<file path="src/design/kat_pkg.sv">
`default_nettype none

package kat_pkg;

    // Array size of the systolic band and the sequence index width
    localparam int PE_COUNT       = 64;
    localparam int SEQ_INDEX_BITS = 16;

    // Field widths fixed by the interface
    localparam int LEN_W   = 16;
    localparam int POS_W   = 7;
    localparam int ARROW_W = 2;
    localparam int ROWS_W  = 2;
    localparam int CFG_IDX_W  = 3;
    localparam int CFG_DATA_W = 16;

    // Derived sizes
    localparam int IDX_W     = (SEQ_INDEX_BITS < LEN_W) ? SEQ_INDEX_BITS : LEN_W;
    localparam int BAND_BITS = (2 * PE_COUNT > 128) ? 128 : 2 * PE_COUNT;
    localparam int NPOS_W    = POS_W + 2;

    // Queue between front and back
    localparam int QDEPTH = 2;
    localparam int QPTR_W = (QDEPTH > 1) ? $clog2(QDEPTH) : 1;
    localparam int QCNT_W = $clog2(QDEPTH + 1);

    // Word widths
    localparam int S_TDATA_W = 8;
    localparam int M_TDATA_W = 48;

    typedef enum logic [ARROW_W-1:0] {
        ARW_ERR  = 2'd0,
        ARW_UP   = 2'd1,
        ARW_LEFT = 2'd2,
        ARW_DIAG = 2'd3
    } arrow_t;

    typedef enum logic [CFG_IDX_W-1:0] {
        CFG_LENGTH_A       = 3'd0,
        CFG_LENGTH_B       = 3'd1,
        CFG_START_VERTICAL = 3'd2,
        CFG_START_BIT_POS  = 3'd3,
        CFG_START_ARROW    = 3'd4
    } cfg_index_t;

    typedef struct packed {
        logic [LEN_W-1:0]   length_a;
        logic [LEN_W-1:0]   length_b;
        logic               start_vertical;
        logic [POS_W-1:0]   start_bit_pos;
        arrow_t             start_arrow;
    } cfg_t;

    // Classified item handed from front to back
    typedef struct packed {
        logic   is_start;
        arrow_t arrow;
    } op_t;

    typedef struct packed {
        logic               column_valid;
        logic               gap_a;
        logic               gap_b;
        logic [LEN_W-1:0]   index_a;
        logic [LEN_W-1:0]   index_b;
        logic [ROWS_W-1:0]  fetch_rows_back;
        logic [POS_W-1:0]   fetch_bit_pos;
        logic               done_res;
        logic               band_error;
    } res_t;

endpackage

`default_nettype wire

</file>
<file path="src/design/kat_front.sv">
`default_nettype none

module kat_front (
    input  wire logic          aclk,
    input  wire logic          aresetn,
    input  wire logic          in_valid,
    output logic               in_ready,
    input  wire logic          in_kind,
    input  wire logic [1:0]    in_arrow,
    input  wire kat_pkg::arrow_t start_arrow,
    output logic               op_valid,
    input  wire logic          op_ready,
    output kat_pkg::op_t       op
);
    import kat_pkg::*;

    logic valid_reg;
    logic valid_next;
    op_t  op_reg;
    op_t  op_next;

    assign in_ready = !valid_reg || op_ready;
    assign op_valid = valid_reg;
    assign op       = op_reg;

    // Classify: a start word takes its arrow from the configured first row
    always_comb begin
        valid_next = valid_reg;
        op_next    = op_reg;
        if (in_ready) begin
            valid_next = in_valid;
        end
        if (in_valid && in_ready) begin
            op_next.is_start = !in_kind;
            op_next.arrow    = in_kind ? arrow_t'(in_arrow) : start_arrow;
        end
    end

    always_ff @(posedge aclk) begin
        if (!aresetn) begin
            valid_reg <= 1'b0;
        end else begin
            valid_reg <= valid_next;
        end
        op_reg <= op_next;
    end

endmodule

`default_nettype wire

</file>
<file path="src/design/kat_queue.sv">
`default_nettype none

module kat_queue (
    input  wire logic         aclk,
    input  wire logic         aresetn,
    input  wire logic         push,
    input  wire kat_pkg::op_t push_op,
    output logic              push_ready,
    input  wire logic         pop,
    output logic              head_valid,
    output kat_pkg::op_t      head_op
);
    import kat_pkg::*;

    op_t               mem [QDEPTH];
    logic [QPTR_W-1:0] wr_ptr_reg, wr_ptr_next;
    logic [QPTR_W-1:0] rd_ptr_reg, rd_ptr_next;
    logic [QCNT_W-1:0] count_reg, count_next;
    logic              do_push;
    logic              do_pop;

    assign push_ready = (count_reg != QCNT_W'(QDEPTH));
    assign head_valid = (count_reg != '0);
    assign head_op    = mem[rd_ptr_reg];

    assign do_push = push && push_ready;
    assign do_pop  = pop && head_valid;

    always_comb begin
        wr_ptr_next = wr_ptr_reg;
        rd_ptr_next = rd_ptr_reg;
        count_next  = count_reg;
        if (do_push) begin
            wr_ptr_next = (wr_ptr_reg == QPTR_W'(QDEPTH - 1)) ? '0 : wr_ptr_reg + 1'b1;
        end
        if (do_pop) begin
            rd_ptr_next = (rd_ptr_reg == QPTR_W'(QDEPTH - 1)) ? '0 : rd_ptr_reg + 1'b1;
        end
        if (do_push && !do_pop) begin
            count_next = count_reg + 1'b1;
        end else if (do_pop && !do_push) begin
            count_next = count_reg - 1'b1;
        end
    end

    always_ff @(posedge aclk) begin
        if (!aresetn) begin
            wr_ptr_reg <= '0;
            rd_ptr_reg <= '0;
            count_reg  <= '0;
        end else begin
            wr_ptr_reg <= wr_ptr_next;
            rd_ptr_reg <= rd_ptr_next;
            count_reg  <= count_next;
        end
        if (do_push) begin
            mem[wr_ptr_reg] <= push_op;
        end
    end

endmodule

`default_nettype wire

</file>
<file path="src/design/kat_back.sv">
`default_nettype none

module kat_back (
    input  wire logic          aclk,
    input  wire logic          aresetn,
    input  wire kat_pkg::cfg_t cfg,
    input  wire logic          op_valid,
    input  wire kat_pkg::op_t  op,
    output logic               op_pop,
    output logic               res_valid,
    input  wire logic          res_ready,
    output kat_pkg::res_t      res
);
    import kat_pkg::*;

    logic [IDX_W-1:0] rem_a_reg, rem_a_next;
    logic [IDX_W-1:0] rem_b_reg, rem_b_next;
    logic             vert_reg, vert_next;
    logic [POS_W-1:0] pos_reg, pos_next;
    logic             fin_reg, fin_next;
    logic             out_valid_reg, out_valid_next;
    res_t             res_reg, res_next;

    assign op_pop    = op_valid && (!out_valid_reg || res_ready);
    assign res_valid = out_valid_reg;
    assign res       = res_reg;

    always_comb begin
        logic [IDX_W-1:0]  ra;
        logic [IDX_W-1:0]  rb;
        logic              vt;
        logic [POS_W-1:0]  ps;
        logic              fn;
        arrow_t            a;
        logic [NPOS_W-1:0] shift;
        logic [NPOS_W-1:0] npos;
        logic              take_a;
        logic              take_b;

        ra     = rem_a_reg;
        rb     = rem_b_reg;
        vt     = vert_reg;
        ps     = pos_reg;
        fn     = fin_reg;
        a      = op.arrow;
        shift  = '0;
        npos   = '0;
        take_a = 1'b0;
        take_b = 1'b0;

        rem_a_next     = rem_a_reg;
        rem_b_next     = rem_b_reg;
        vert_next      = vert_reg;
        pos_next       = pos_reg;
        fin_next       = fin_reg;
        out_valid_next = out_valid_reg;
        res_next       = res_reg;

        if (res_ready) begin
            out_valid_next = 1'b0;
        end

        if (op_pop) begin
            // A start reloads the walk from the configured end of both sequences
            if (op.is_start) begin
                ra = cfg.length_a[IDX_W-1:0];
                rb = cfg.length_b[IDX_W-1:0];
                vt = cfg.start_vertical;
                ps = cfg.start_bit_pos;
                fn = 1'b0;
            end

            res_next       = '0;
            out_valid_next = 1'b1;

            if (fn || (ra == '0 && rb == '0)) begin
                fn = 1'b1;
                res_next.done_res = 1'b1;
            end else begin
                // Force the move once a sequence runs dry
                if (ra == '0) begin
                    a = ARW_LEFT;
                end else if (rb == '0) begin
                    a = ARW_UP;
                end

                take_a = (a != ARW_LEFT);
                take_b = (a != ARW_UP);
                if (take_a) begin
                    ra = ra - 1'b1;
                    res_next.index_a = LEN_W'(ra);
                end
                if (take_b) begin
                    rb = rb - 1'b1;
                    res_next.index_b = LEN_W'(rb);
                end
                res_next.column_valid = 1'b1;
                res_next.gap_a        = !take_a;
                res_next.gap_b        = !take_b;

                if (ra == '0 && rb == '0) begin
                    fn = 1'b1;
                    res_next.done_res = 1'b1;
                end else begin
                    case (a)
                        ARW_DIAG: begin
                            res_next.fetch_rows_back = ROWS_W'(2);
                        end
                        ARW_UP: begin
                            res_next.fetch_rows_back = ROWS_W'(1);
                            shift = vt ? '0 : NPOS_W'(-2);
                            vt    = !vt;
                        end
                        ARW_LEFT: begin
                            res_next.fetch_rows_back = ROWS_W'(1);
                            shift = vt ? NPOS_W'(2) : '0;
                            vt    = !vt;
                        end
                        default: begin
                            res_next.fetch_rows_back = '0;
                        end
                    endcase

                    // Hold the position when it would leave the band
                    npos = NPOS_W'(ps) + shift;
                    if (npos[NPOS_W-1] || (npos >= NPOS_W'(BAND_BITS))) begin
                        res_next.band_error = 1'b1;
                    end else begin
                        ps = npos[POS_W-1:0];
                    end
                    res_next.fetch_bit_pos = ps;
                end
            end

            rem_a_next = ra;
            rem_b_next = rb;
            vert_next  = vt;
            pos_next   = ps;
            fin_next   = fn;
        end
    end

    always_ff @(posedge aclk) begin
        if (!aresetn) begin
            rem_a_reg     <= '0;
            rem_b_reg     <= '0;
            vert_reg      <= 1'b0;
            pos_reg       <= '0;
            fin_reg       <= 1'b0;
            out_valid_reg <= 1'b0;
        end else begin
            rem_a_reg     <= rem_a_next;
            rem_b_reg     <= rem_b_next;
            vert_reg      <= vert_next;
            pos_reg       <= pos_next;
            fin_reg       <= fin_next;
            out_valid_reg <= out_valid_next;
        end
        res_reg <= res_next;
    end

endmodule

`default_nettype wire

</file>
<file path="src/design/kband_alignment_traceback.sv">
// Path: a word accepted on s_ passes the front register, a queue entry and the back output
// register before it shows on m_. Throughput: one word per cycle while m_tready does
// not stall, set by the back step unit, which decodes one arrow per cycle; a stalled m_tready
// backs up four words (front register, two queue entries, output register), then s_tready drops.
// Reset (aresetn low at a clock edge): clears the configuration registers, the walk
// state (counts as finished) and all valid flags; no clearing pass follows.
`default_nettype none

module kband_alignment_traceback (
    input  wire logic                              aclk,
    input  wire logic                              aresetn,
    // Configuration write port
    input  wire logic                              cfg_wr_en,
    input  wire logic [kat_pkg::CFG_IDX_W-1:0]     cfg_index,
    input  wire logic [kat_pkg::CFG_DATA_W-1:0]    cfg_wr_data,
    // Input stream
    input  wire logic                              s_tvalid,
    output logic                                   s_tready,
    input  wire logic [kat_pkg::S_TDATA_W-1:0]     s_tdata,  // [1:0] arrow
    input  wire logic                              s_tuser,  // [0] kind
    // Result stream
    output logic                                   m_tvalid,
    input  wire logic                              m_tready,
    // [0] column_valid, [1] gap_a, [2] gap_b, [18:3] index_a, [34:19] index_b,
    // [36:35] fetch_rows_back, [43:37] fetch_bit_pos, [44] band_error
    output logic [kat_pkg::M_TDATA_W-1:0]          m_tdata,
    output logic                                   m_tlast   // done_res
);
    import kat_pkg::*;

    cfg_t cfg_reg;
    cfg_t cfg_next;

    logic front_valid;
    logic queue_ready;
    op_t  front_op;
    logic head_valid;
    op_t  head_op;
    logic head_pop;
    res_t res;

    // Configuration registers: written by the user only while idle; the block does not check
    always_comb begin
        cfg_next = cfg_reg;
        if (cfg_wr_en) begin
            case (cfg_index_t'(cfg_index))
                CFG_LENGTH_A:       cfg_next.length_a       = cfg_wr_data[LEN_W-1:0];
                CFG_LENGTH_B:       cfg_next.length_b       = cfg_wr_data[LEN_W-1:0];
                CFG_START_VERTICAL: cfg_next.start_vertical = cfg_wr_data[0];
                CFG_START_BIT_POS:  cfg_next.start_bit_pos  = cfg_wr_data[POS_W-1:0];
                CFG_START_ARROW:    cfg_next.start_arrow    = arrow_t'(cfg_wr_data[ARROW_W-1:0]);
                default: begin
                    // drop writes to unknown indexes
                end
            endcase
        end
    end

    always_ff @(posedge aclk) begin
        if (!aresetn) begin
            cfg_reg <= '0;
        end else begin
            cfg_reg <= cfg_next;
        end
    end

    // Front: accept and classify words, resolving the arrow of a start word
    kat_front u_front (
        .aclk        (aclk),
        .aresetn     (aresetn),
        .in_valid    (s_tvalid),
        .in_ready    (s_tready),
        .in_kind     (s_tuser),
        .in_arrow    (s_tdata[ARROW_W-1:0]),
        .start_arrow (cfg_reg.start_arrow),
        .op_valid    (front_valid),
        .op_ready    (queue_ready),
        .op          (front_op)
    );

    // Short queue: lets the front keep taking words while the back waits on m_tready
    kat_queue u_queue (
        .aclk       (aclk),
        .aresetn    (aresetn),
        .push       (front_valid),
        .push_op    (front_op),
        .push_ready (queue_ready),
        .pop        (head_pop),
        .head_valid (head_valid),
        .head_op    (head_op)
    );

    // Back: advance the traceback walk and hold one result in its output register
    kat_back u_back (
        .aclk      (aclk),
        .aresetn   (aresetn),
        .cfg       (cfg_reg),
        .op_valid  (head_valid),
        .op        (head_op),
        .op_pop    (head_pop),
        .res_valid (m_tvalid),
        .res_ready (m_tready),
        .res       (res)
    );

    // Pack the result word, first field in the lowest bits
    assign m_tdata = {3'b000,
                      res.band_error,
                      res.fetch_bit_pos,
                      res.fetch_rows_back,
                      res.index_b,
                      res.index_a,
                      res.gap_b,
                      res.gap_a,
                      res.column_valid};
    assign m_tlast = res.done_res;

endmodule

`default_nettype wire

</file>
<file path="config.mk">
export PLATFORM = sky130hd
export DESIGN_NAME = kband_alignment_traceback
export DESIGN_NICKNAME = d
export VERILOG_FILES = /design/src/design/kat_pkg.sv /design/src/design/kat_front.sv /design/src/design/kat_queue.sv /design/src/design/kat_back.sv /design/src/design/kband_alignment_traceback.sv
export SDC_FILE = /design/constraint.sdc
export NUM_CORES = 1
export LEC_CHECK = 0
export BUFFER_PORTS_ARGS = -buffer_cell sky130_fd_sc_hd__buf_2
export CAP_MARGIN = 5
export CORE_MARGIN = 2
export CORE_UTILIZATION = 40
export DETAILED_ROUTE_END_ITERATION = 8
export GPL_TIMING_DRIVEN = 0
export PLACE_DENSITY_LB_ADDON = 0.3
export SLEW_MARGIN = 15
export SYNTH_ARGS = -nofsm -noshare
export SYNTH_HDL_FRONTEND = slang
export SYNTH_SLANG_ARGS = --single-unit
</file>
<file path="constraint.sdc">
create_clock -name aclk -period 6.53 [get_ports aclk]
set_input_delay 1.306 -clock aclk [delete_from_list [all_inputs] [get_ports aclk]]
set_output_delay 1.306 -clock aclk [all_outputs]
set_load 0.005 [all_outputs]
</file>
==> metrics.md, run 1 <==
| Metric | Value |
|---|---|
| Met2 usage | a little over a third |
| Seq cells post-synth | roughly 150 |
| DRC | 0 |
| TritonCTS clock tree | done |
| Final hold viol count | 0 |
| Max Slew Vio Count | 0 |
| EDFF count, synth | 55 |
| Die Y | 147 um |
| Starting Density | 40.7% |
| # rows | between 50 and 60 |
| Total Wirelength | about 26000 um |
| Pin count of the biggest net entering global routing | 23 |
| Maximum fanout along the worst path | 19 |
| Total number of vias | 7597 |
| Antenna cells | 0 |
| Final Skew | 10.2 ps |
| Most frequent cells in the layout | nand2_1 (145), nor2_1 (104), dfxtp_1 (90) |
| Netlist cell types | 73 |
| Avg Cell Area, Syn | between 8 and 9 um^2 |
| Hold crit path type | reg -> reg |
| Async SR Flop Fraction | 0% |
| Worst-Skew Late Latency | roughly 440 ps |
| R2R Setup Slk | ~560 ps |
| Dpl ws | -790 ps |
| YS warnings | 0 |
| GR Util All Layers | around 24% |
| Arrival time worst endpoint | 6360 ps |
| DR vias/cell | approximately 5.7 |
| I/O pin count | between 80 and 90 |
| FMAX | approximately 170 MHz |
| Initial antenna violation count | 0 |
| Die Area | around 0.022 mm^2 |
| Worst-Margin Slew | just over 1000 ps |
| Clk sink count | between 100 and 150 |
| Worst Path Required | 6920 ps |
| Worst VDD drop | 0.000242 V |
| Die width | between 100 and 150 um |
| Gr busiest metal | met2 |
| CTS Buf Count | 17 |
| Total grt overflow | 0 |
| Cell count after synthesis | around 940 |
| DR iter-0 viols | slightly below 1k |
| Tcrit/Tclk final | 91.5% |
| Setup ws final | between 500 and 600 ps |
| Unrepaired setup endpoints after global routing | false |
| Met3 Use GR | under 10% |
| Final min period | 5970 ps |
| CTS root buf | clkbuf_16 |
| Endpoint class of the critical path | flop |
| H-tree level count | 4 |
| Mapped Area | roughly 0.0082 mm^2 |
| Max Cap Violations | 0 |
| Met1 Usage GRT | 33.0% |
| First-pass GRT wire length | about 40000 um |
| Commonest non-fill, non-tap cell in the layout | nand2_1 |
| RD Place Congestion | between 0.9 and 1 |
| Final nets | between 1k and 1.5k |
| Setup_tns | 0 ps |
| IO buf count | between 70 and 80 |
| Pwr Density | ~620 mW/mm^2 |
| Antenna-violating nets left | 0 |
| Fill cells | between 1.5k and 2k |
| Max FFs per register | 46 |
| Syn-to-layout area delta | 16.6% |
| Critical path type | reg -> reg |
| Worst slew margin | 31.0% |
| DP HPWL | ~19000 um |
| Pleak | a little under 4 nW |
| DRT Pass-1 Iters | 5 |
| Core ar. | about 0.02 mm^2 |
| Routed len/inst | between 15 and 20 um |
| Synth Flop Type | dfxtp_1 |
| CP startpoint kind | flop |
| Sequential area share after synthesis | 41.9% |
| Status | finished, final reports clean |
| CTS max path bufs | 2 |
| Clock transition at path regs | approximately 70 ps |
| Layout cells sized above 1 | 13.8% |
| Vias in the first global route | about 7.3k |
| # setup viols final | 0 |
-- worst paths after layout --
kind,from,to,cells after the start
worst max-delay path,flop,u_back.pos_reg[6],22
worst min-delay path,u_front.op[2],u_queue.mem[1][2],0
worst max register to register,flop,u_back.pos_reg[6],22
worst min register to register,u_front.op[2],u_queue.mem[1][2],0
-- synthesized netlist by cell type (3+ instances only) --
library cell | count | area share [%]
nand3_1 | 24 | 1.5
nand3b_1 | 6 | 0.55
nand4_1 | 16 | 1.2
buf_1 | 5 | 0.23
o211ai_1 | 4 | 0.36
nand2_1 | 145 | 6.6
a21boi_0 | 32 | 2.9
a21oi_1 | 47 | 2.9
o21a_1 | 4 | 0.36
nor4_1 | 11 | 0.84
a31oi_1 | 11 | 0.84
and2_1 | 11 | 0.84
o2111ai_1 | 6 | 0.64
or3_1 | 10 | 0.76
nor2b_1 | 10 | 0.76
nor3b_1 | 5 | 0.46
inv_1 | 16 | 0.73
buf_4 | 4 | 0.36
clkbuf_1 | 43 | 2.0
xnor2_1 | 20 | 2.1
xor2_1 | 29 | 3.1
mux2i_1 | 50 | 6.1
o211a_1 | 4 | 0.49
edfxtp_1 | 55 | 20
o21ai_0 | 35 | 2.1
nand2b_1 | 4 | 0.30
buf_2 | 8 | 0.49
a221oi_1 | 3 | 0.32
nor2_1 | 104 | 4.7
mux2_2 | 6 | 0.82
ha_1 | 14 | 2.1
nor3_1 | 31 | 1.9
and3_1 | 11 | 0.84
o22ai_1 | 10 | 0.76
a21o_1 | 3 | 0.27
dfxtp_1 | 90 | 22
a211oi_1 | 11 | 1.0
-- routing by layer --
metal,vias to the layer above,routed length (um)
li1,3571,-
met1,3570,11200
met2,379,11300
met3,77,2260
met4,0,1110
met5,-,0
-- metrics by stage --
step	instances	total power [mW]	instance area, um^2	utilization, %	hold WS (ps)
floorplan	946	3.88	8240	-	421
global placement	1289	4.85	8950	44.2	425
detailed placement	1291	4.92	9000	44.5	433
CTS	1325	5.92	9610	47.5	449
global route	1324	6.37	9610	47.5	458
finish	1324	5.96	9610	47.5	453
-- final cells by class --
cell class	instances	area, um^2	share of cell area [%]
sequential	145	3450	35.9
multi-input combinational	723	4480	46.6
timing repair buffer	77	435	4.53
clock buffer	18	439	4.57
tap	270	338	3.52
clock inverter	14	134	1.39
inverter	17	63.8	0.664
buffer	60	264	2.75
-- what timing repair did --
| action | CTS | global route |
|---|---|---|
| endpoints found under the hold margin | 0 | 0 |
| setup endpoints to repair | 19 | 15 |
| hold buffers | 0 | 0 |
| cloned | 0 | 0 |
| pin swaps | 0 | 0 |
| gates resized for setup | 4 | 2 |
| setup buffers | 2 | 0 |
-- power by group --
part	switching (mW)	leakage, nW	total, mW	internal (mW)
logic	2.16	2.36	3.43	1.27
registers	0.177	1.26	1.57	1.39
clock network	0.450	0.283	0.967	0.517
total	2.78	3.91	5.96	3.18
-- cell families after synthesis --
family          share of synthesized area (%)
compound gates                           16.5
xor+xnor                                 5.21
fa+ha+maj                                2.37
buf+inv                                  3.95
flops                                    41.9
mux                                      7.47
other cells                            0.0455
simple gates                             22.6
-- worst max-delay path, cell delays in order, from the launching register on --
cell and delay, ps:
dfxtp_1 460, mux2i_4 310, buf_6 290, buf_4 270
buf_4 250, mux2i_1 320, ha_1 210, inv_1 60
a221o_1 370, a31o_2 260, ha_1 290, mux2_2 310
ha_1 230, fa_1 420, a21o_1 190, a211oi_1 240
nor3_1 90, a211o_1 300, mux2i_4 170, and2_1 190
o21ai_4 120, a21oi_2 290, o221a_1 220
(Power assumes the default switching activity.)
==> run 2: changes to the inputs <==
CTS_BUF_LIST = sky130_fd_sc_hd__clkbuf_8   (was default)
clock period = 5.75 ns   (was 6.53 ns; I/O delays follow)
==> run 2 against run 1 <==
First-iteration DRC count decreased by 18%. Wire length about the same. Hold slack improved by 5.8 ps. Die area unchanged. Worst setup slack got worse by 270 ps. Combinational power increased by 13%. Critical endpoint unchanged. Largest power group unchanged.
==> metrics.md, run 2 (synthesis results as in run 1) <==
| Metric | Value |
|---|---|
| Worst slew margin | 26.8% (-4.2 points) |
| CTS Buf Count | 17 (unchanged) |
| CTS root buf | clkbuf_8 |
| RD Place Congestion | 0.949 (-1.0%) |
| Pleak | 3.86 nW (-1.3%) |
| Setup_tns | 0 ps (unchanged) |
| Pwr Density | 689 mW/mm^2 (+11%) |
| Clk sink count | 145 (unchanged) |
| DR vias/cell | 5.69 (-0.87%) |
| Dpl ws | -1330 ps (-544 ps) |
| Status | finished, final reports clean |
| Sequential power share | 27.3% (+1.0 points) |
| Worst-Margin Slew | 1090 ps (+62.6 ps) |
| Total Wirelength | 25800 um (about the same) |
| # setup viols final | 0 (unchanged) |
| Placed cell area | 0.00897 mm^2 (-0.38%) |
| Final nets | 1089 (unchanged) |
| Core ar. | 0.0202 mm^2 (unchanged) |
| Final min period | 5460 ps (-511 ps) |
| Max Cap Violations | 0 (unchanged) |
| IO buf count | 73 (unchanged) |
| Multi-input combinational cell area | 0.00450 mm^2 (+0.50%) |
| Antenna-violating nets left | 0 (unchanged) |
| Final hold viol count | 0 (unchanged) |
| Die Area | 0.0218 mm^2 (unchanged) |
| Fin Hold WS | 459 ps (+5.76 ps) |
| Reg-to-reg endpoint | u_back.pos_reg[6] |
| CTS Hold Bufs | 0 (unchanged) |
| R2R Setup Slk | 290 ps (-270 ps) |
| Endpoint class of the critical path | flop |
| Routed len/inst | 19.5 um (about the same) |
| Die width | 147 um (unchanged) |
| Die Y | 147 um (unchanged) |
| Setup ws final | 288 ps (-269 ps) |
| Worst Path Required | 6120 ps (-800 ps) |
| Gate power share | 59.4% (+1.9 points) |
| Layout Cells excl Fill | 1324 (unchanged) |
| FMAX | 183 MHz (+9.4%) |
| Unrepaired setup endpoints after global routing | false |
| Total number of vias | 7531 (-0.87%) |
| Worst VDD drop | 0.000276 V (+14%) |
| Worst Setup EP | u_back.pos_reg[6] |
| Cells after DPL | 1290 (-0.077%) |
| I/O pin count | 84 (unchanged) |
| # rows | 52 (unchanged) |
| Worst-Skew Late Latency | 480 ps (+40 ps) |
| Clock share of power | 13.3% (-2.9 points) |
| Commonest non-fill, non-tap cell in the layout | nand2_1 |
| Fill cells | 1986 (+0.15%) |
| CTS max path bufs | 2 (unchanged) |
| Arrival time worst endpoint | 5830 ps (-530 ps) |
| Final Core Density | 46.8% (-0.64 points) |
| Sw frac | 46.6% (about the same) |
| Syn-to-layout area delta | 15.1% |
| FF-to-FF path depth | 21 (-4.5%) |
| Clock transition at path regs | 80 ps (about the same) |
| Max Slew Vio Count | 0 (unchanged) |
| Layout cells sized above 1 | 13.6% (-0.19 points) |
| Critical path type | reg -> reg |
| TritonCTS clock tree | done |
| Psw | 3.04 mW (+9.4%) |
| Total grt overflow | 0 (unchanged) |
| Starting Density | 40.7% (unchanged) |
| Most frequent cells in the layout | nand2_1 (145), nor2_1 (104), dfxtp_1 (89) |
| H-tree level count | 4 (unchanged) |
| Vias in the first global route | 7173 (-1.1%) |
| Initial antenna violation count | 1 (+1) |
| DR iter-0 viols | 795 (-18%) |
| Finished Cell Area | 0.00948 mm^2 (-1.4%) |
| GR Util All Layers | 24.2% (+0.056 points) |
| DRT Pass-1 Iters | 5 (unchanged) |
| Register Area | 0.00345 mm^2 (about the same) |
| Hold crit path type | reg -> reg |
| CP startpoint kind | flop |
| Max FFs per register | 46 (unchanged) |
| Antenna cells | 0 (unchanged) |
| DRC | 0 (unchanged) |
| DP HPWL | 18900 um (+1.3%) |
| Pin count of the biggest net entering global routing | 34 (+48%) |
| Maximum fanout along the worst path | 14 (-5) |
| Final Power | 6.53 mW (+9.5%) |
| Tcrit/Tclk final | 95.0% (+3.5 points) |
| First-pass GRT wire length | 40600 um (+0.75%) |
| Final Skew | 18.8 ps (+8.60 ps) |
| Int Power | 3.48 mW (+9.5%) |
==> run 2: changes by cell type in the layout (fill, tap and decap cells not counted), moves of 2 or more <==
cell       change
buf_16         -2
inv_6          -7
clkinv_2       +4
clkbuf_8      +16
clkbuf_16     -16
buf_12         +2
bufinv_16      +4
inv_8          -5
inv_1          +3
==> run 2: worst max-delay path: stages (launching register included) <==
cell      delay [ps]
dfxtp_2          410
mux2i_4          340
buf_12           220
buf_6            200
mux2i_2          280
ha_1             210
inv_1             60
a221o_1          380
a31o_2           270
ha_1             290
mux2_2           310
ha_1             230
fa_1             420
a21o_1           180
a211oi_1         240
nor3_1            90
a211o_1          310
mux2i_4          170
and2_1           190
o21ai_4          130
mux2i_1          170
o221a_1          250
==> run 2: layout make-up <==
| type | count | share of cell area, % |
|---|---|---|
| buffer | 59 | 2.84 |
| clock buffer | 17 | 2.47 |
| clock inverter | 15 | 1.90 |
| inverter | 17 | 0.700 |
| multi-input combinational | 723 | 47.5 |
| sequential | 145 | 36.4 |
| tap | 270 | 3.56 |
| timing repair buffer | 78 | 4.57 |
==> run 2: layer usage <==
metal	wire length (um)	GRT usage (%)	share of wire (%)
met5	0	0	0
met4	537	9.38	2.1
met3	1720	3.95	6.7
met2	11600	37.0	45
met1	11900	34.4	46
==> run 2: worst min path at each step <==
stage | cells after the start | start | slack [ps] | to
after global routing | 0 | u_front.op[1] | 460 | u_queue.mem[0][1]
after CTS | 0 | u_front.op[2] | 460 | u_queue.mem[1][2]
final | 0 | u_front.op[2] | 460 | u_queue.mem[0][2]
after detailed placement | 0 | u_front.op[2] | 440 | u_queue.mem[0][2]
after global placement | 0 | u_front.op[1] | 420 | u_queue.mem[0][1]
after floorplan | 0 | u_front.op[0] | 420 | u_queue.mem[0][0]
==> run 2: power groups by stage <==
stage	registers (mW)	logic [mW]	clock network, mW
final	1.78	3.88	0.867
after detailed placement	1.79	3.75	0
after floorplan	1.79	2.62	0
after global routing	1.82	4.27	0.917
after CTS	1.78	3.80	0.876
after global placement	1.80	3.70	0
==> run 2: timing repair <==
action / 4_1_cts / 5_1_grt
cloned: 0 / 1
endpoints found under the hold margin: 0 / 0
buffers inserted: 2 / 1
gates resized for setup: 9 / 4
endpoints found under the setup margin: 19 / 16
==> run 3: changes to the inputs <==
CELL_PAD_IN_SITES_DETAIL_PLACEMENT = 1   (was default)
CELL_PAD_IN_SITES_GLOBAL_PLACEMENT = 1   (was default)
CTS_CLUSTER_SIZE = 8   (was default)
==> run 3 against run 2 <==
Critical path depth down 3. Worst setup slack worse by 170 ps. Global-route usage up 2.7 points.
==> metrics.md, run 3 (synthesis results as in run 1) <==
| Metric | Value |
|---|---|
| FF-to-FF path depth | 18 (-14%) |
| Sequential power share | 26.7% (-0.6 points) |
| IO buf count | 73 (unchanged) |
| Pin count of the biggest net entering global routing | 30 (-12%) |
| Worst VDD drop | 0.000189 V (-31%) |
| Hold crit path type | reg -> reg |
| Worst Path Required | 5970 ps (-150 ps) |
| # setup viols final | 0 (unchanged) |
| Status | finished, final reports clean |
| Final nets | 1099 (+0.92%) |
| Die Y | 147 um (unchanged) |
| Maximum fanout along the worst path | 10 (-4) |
| DR vias/cell | 5.86 (+3.0%) |
| Max Slew Vio Count | 0 (unchanged) |
| Int Power | 3.46 mW (-0.56%) |
| R2R Setup Slk | 120 ps (-170 ps) |
| Total grt overflow | 0 (unchanged) |
| Sw frac | 48.5% (+1.9 points) |
| Syn-to-layout area delta | 16.1% |
| Most frequent cells in the layout | nand2_1 (145), nor2_1 (104), dfxtp_1 (89) |
| Critical-path top delay cell | nor4bb_2 |
| Worst-Margin Slew | 1080 ps (-18.6 ps) |
| DR iter-0 viols | 556 (-30%) |
| DRC | 0 (unchanged) |
| Tcrit/Tclk final | 97.9% (+2.9 points) |
| Vias in the first global route | 7885 (+9.9%) |
| CTS max path bufs | 2 (unchanged) |
| Starting Density | 40.7% (unchanged) |
| H-tree level count | 4 (unchanged) |
| Arrival time worst endpoint | 5850 ps (+20 ps) |
| WHS Endpoint | u_queue.mem[0][2] |
| Gate power share | 60.8% (+1.4 points) |
| DP HPWL | 21000 um (+11%) |
| CTS Buf Count | 17 (unchanged) |
| TritonCTS clock tree | done |
| Psw | 3.26 mW (+7.1%) |
| Crit path cell chain | mux2i_4 -> buf_4 -> buf_4 -> mux2_1 -> inv_1 -> ha_1 -> inv_1 -> a221oi_4 -> a31o_2 -> inv_1 -> ha_1 -> nor3b_1 -> nand4_1 -> nor4bb_2 -> a41oi_1 -> o21ai_2 -> buf_2 -> a21oi_1 |
| Reg-to-reg endpoint | u_back.res[2] |
| GR Util All Layers | 26.9% (+2.7 points) |
| RD Place Congestion | 0.936 (-1.3%) |
| Max FFs per register | 46 (unchanged) |
| Final hold viol count | 0 (unchanged) |
| Antenna-violating nets left | 0 (unchanged) |
| First-pass GRT wire length | 44600 um (+9.8%) |
| CP most frequent cell | inv_1 |
| Final Core Density | 47.2% (+0.40 points) |
| Routed len/inst | 22.0 um (+13%) |
| Initial antenna violation count | 0 (-1) |
| FMAX | 178 MHz (-2.9%) |
| Max incr delay on CP | 670 ps (+250 ps) |
| Endpoint class of the critical path | flop |
| # rows | 52 (unchanged) |
| CTS root buf | clkbuf_8 |
| Worst-Skew Late Latency | 480 ps (about the same) |
| CTS Hold Bufs | 0 (unchanged) |
| Setup ws final | 122 ps (-166 ps) |
| I/O pin count | 84 (unchanged) |
| Clk sink count | 145 (unchanged) |
| DRT Pass-1 Iters | 5 (unchanged) |
| CP startpoint kind | flop |
| Commonest non-fill, non-tap cell in the layout | nand2_1 |
| Antenna cells | 0 (unchanged) |
| Clock share of power | 12.5% (-0.8 points) |
| Die Area | 0.0218 mm^2 (unchanged) |
| Critical path type | reg -> reg |
| Final min period | 5630 ps (+166 ps) |
| Total Wirelength | 29300 um (+14%) |
| Pwr Density | 703 mW/mm^2 (+2.2%) |
| Worst hold path depth | 0 (unchanged) |
| Total number of vias | 7817 (+3.8%) |
| Layout cells sized above 1 | 15.0% (+1.5 points) |
| Core ar. | 0.0202 mm^2 (unchanged) |
| Worst slew margin | 28.0% (+1.2 points) |
| Hold Startpoint | u_front.op[2] |
| Clock transition at path regs | 90 ps (about the same) |
| Pleak | 3.89 nW (+0.79%) |
| Die width | 147 um (unchanged) |
| Final Skew | 16.2 ps (-2.61 ps) |
| Dpl ws | -1490 ps (-152 ps) |
| Max Cap Violations | 0 (unchanged) |
-- run 3: cell count changes in the layout (fill, tap and decap cells not counted), sizes merged --
cell    change
clkbuf      -1
clkinv      -1
buf        +11
bufinv      -2
inv         +3
-- run 3: through the flow --
step | hold WS (ps) | setup TNS (ps) | power, mW | cell area (um^2) | cells
after floorplan | 421 | 0 | 4.41 | 8250 | 946
after global placement | 426 | -23630 | 5.55 | 8950 | 1289
after detailed placement | 443 | -24030 | 5.66 | 8970 | 1290
after CTS | 465 | 0 | 6.62 | 9480 | 1325
after global routing | 476 | -5.61 | 7.12 | 9560 | 1334
final | 462 | 0 | 6.72 | 9560 | 1334
-- run 3: power by group through the flow --
stage / sequential (mW) / combinational, mW / clock [mW]
3_3_place_gp: 1.81 / 3.74 / 0
5_1_grt: 1.83 / 4.40 / 0.888
4_1_cts: 1.79 / 3.99 / 0.842
6_report: 1.80 / 4.09 / 0.841
2_1_floorplan: 1.79 / 2.62 / 0
3_5_place_dp: 1.81 / 3.86 / 0
-- run 3: what timing repair did --
action                     4_1_cts  5_1_grt
gates resized for setup         24        0
pin swaps                        2        2
setup buffers                    3       10
setup endpoints to repair       29       16
-- run 3: layout make-up --
cell class / count / area (um^2)
plain buffers: 60 / 288
clock buffers: 17 / 234
clock inverters: 15 / 158
fillers: 2440 / 10700
inverters: 17 / 66.3
multi-input cells: 723 / 4520
flip-flops and latches: 145 / 3460
well taps: 270 / 338
repair buffers: 87 / 495
-- run 3: worst max path at each step --
stage,from,end,slack (ps),cells after the start
final,flop,u_back.res[2],120,18
after global routing,flop,u_back.pos_reg[3],-6,23
after CTS,flop,u_back.pos_reg[3],10,24
after detailed placement,flop,u_back.pos_reg[6],-1490,24
after global placement,flop,u_back.pos_reg[3],-1410,24
after floorplan,flop,u_back.pos_reg[6],80,24
-- run 3: worst max-delay path, delay by kind of cell, from the launching register on --
kind | cells | cell delay, ps
multiplexers | 2 | 690
AND/OR/NAND/NOR | 3 | 1070
AO/OA/AOI/OAI | 5 | 1720
adder cells (fa/ha/maj) | 2 | 560
buffers and inverters | 6 | 910
flip-flops | 1 | 400
-- run 3: layer usage --
| metal | share of wire, % | wire length (um) | track usage, % | up-vias |
|---|---|---|---|---|
| li1 | - | - | - | 3577 |
| met1 | 44 | 12900 | 34.6 | 3889 |
| met2 | 47 | 13700 | 44.4 | 284 |
| met3 | 5.8 | 1700 | 4.75 | 67 |
| met4 | 3.4 | 1000 | 11.9 | 0 |
| met5 | 0 | 0 | 0 | - |
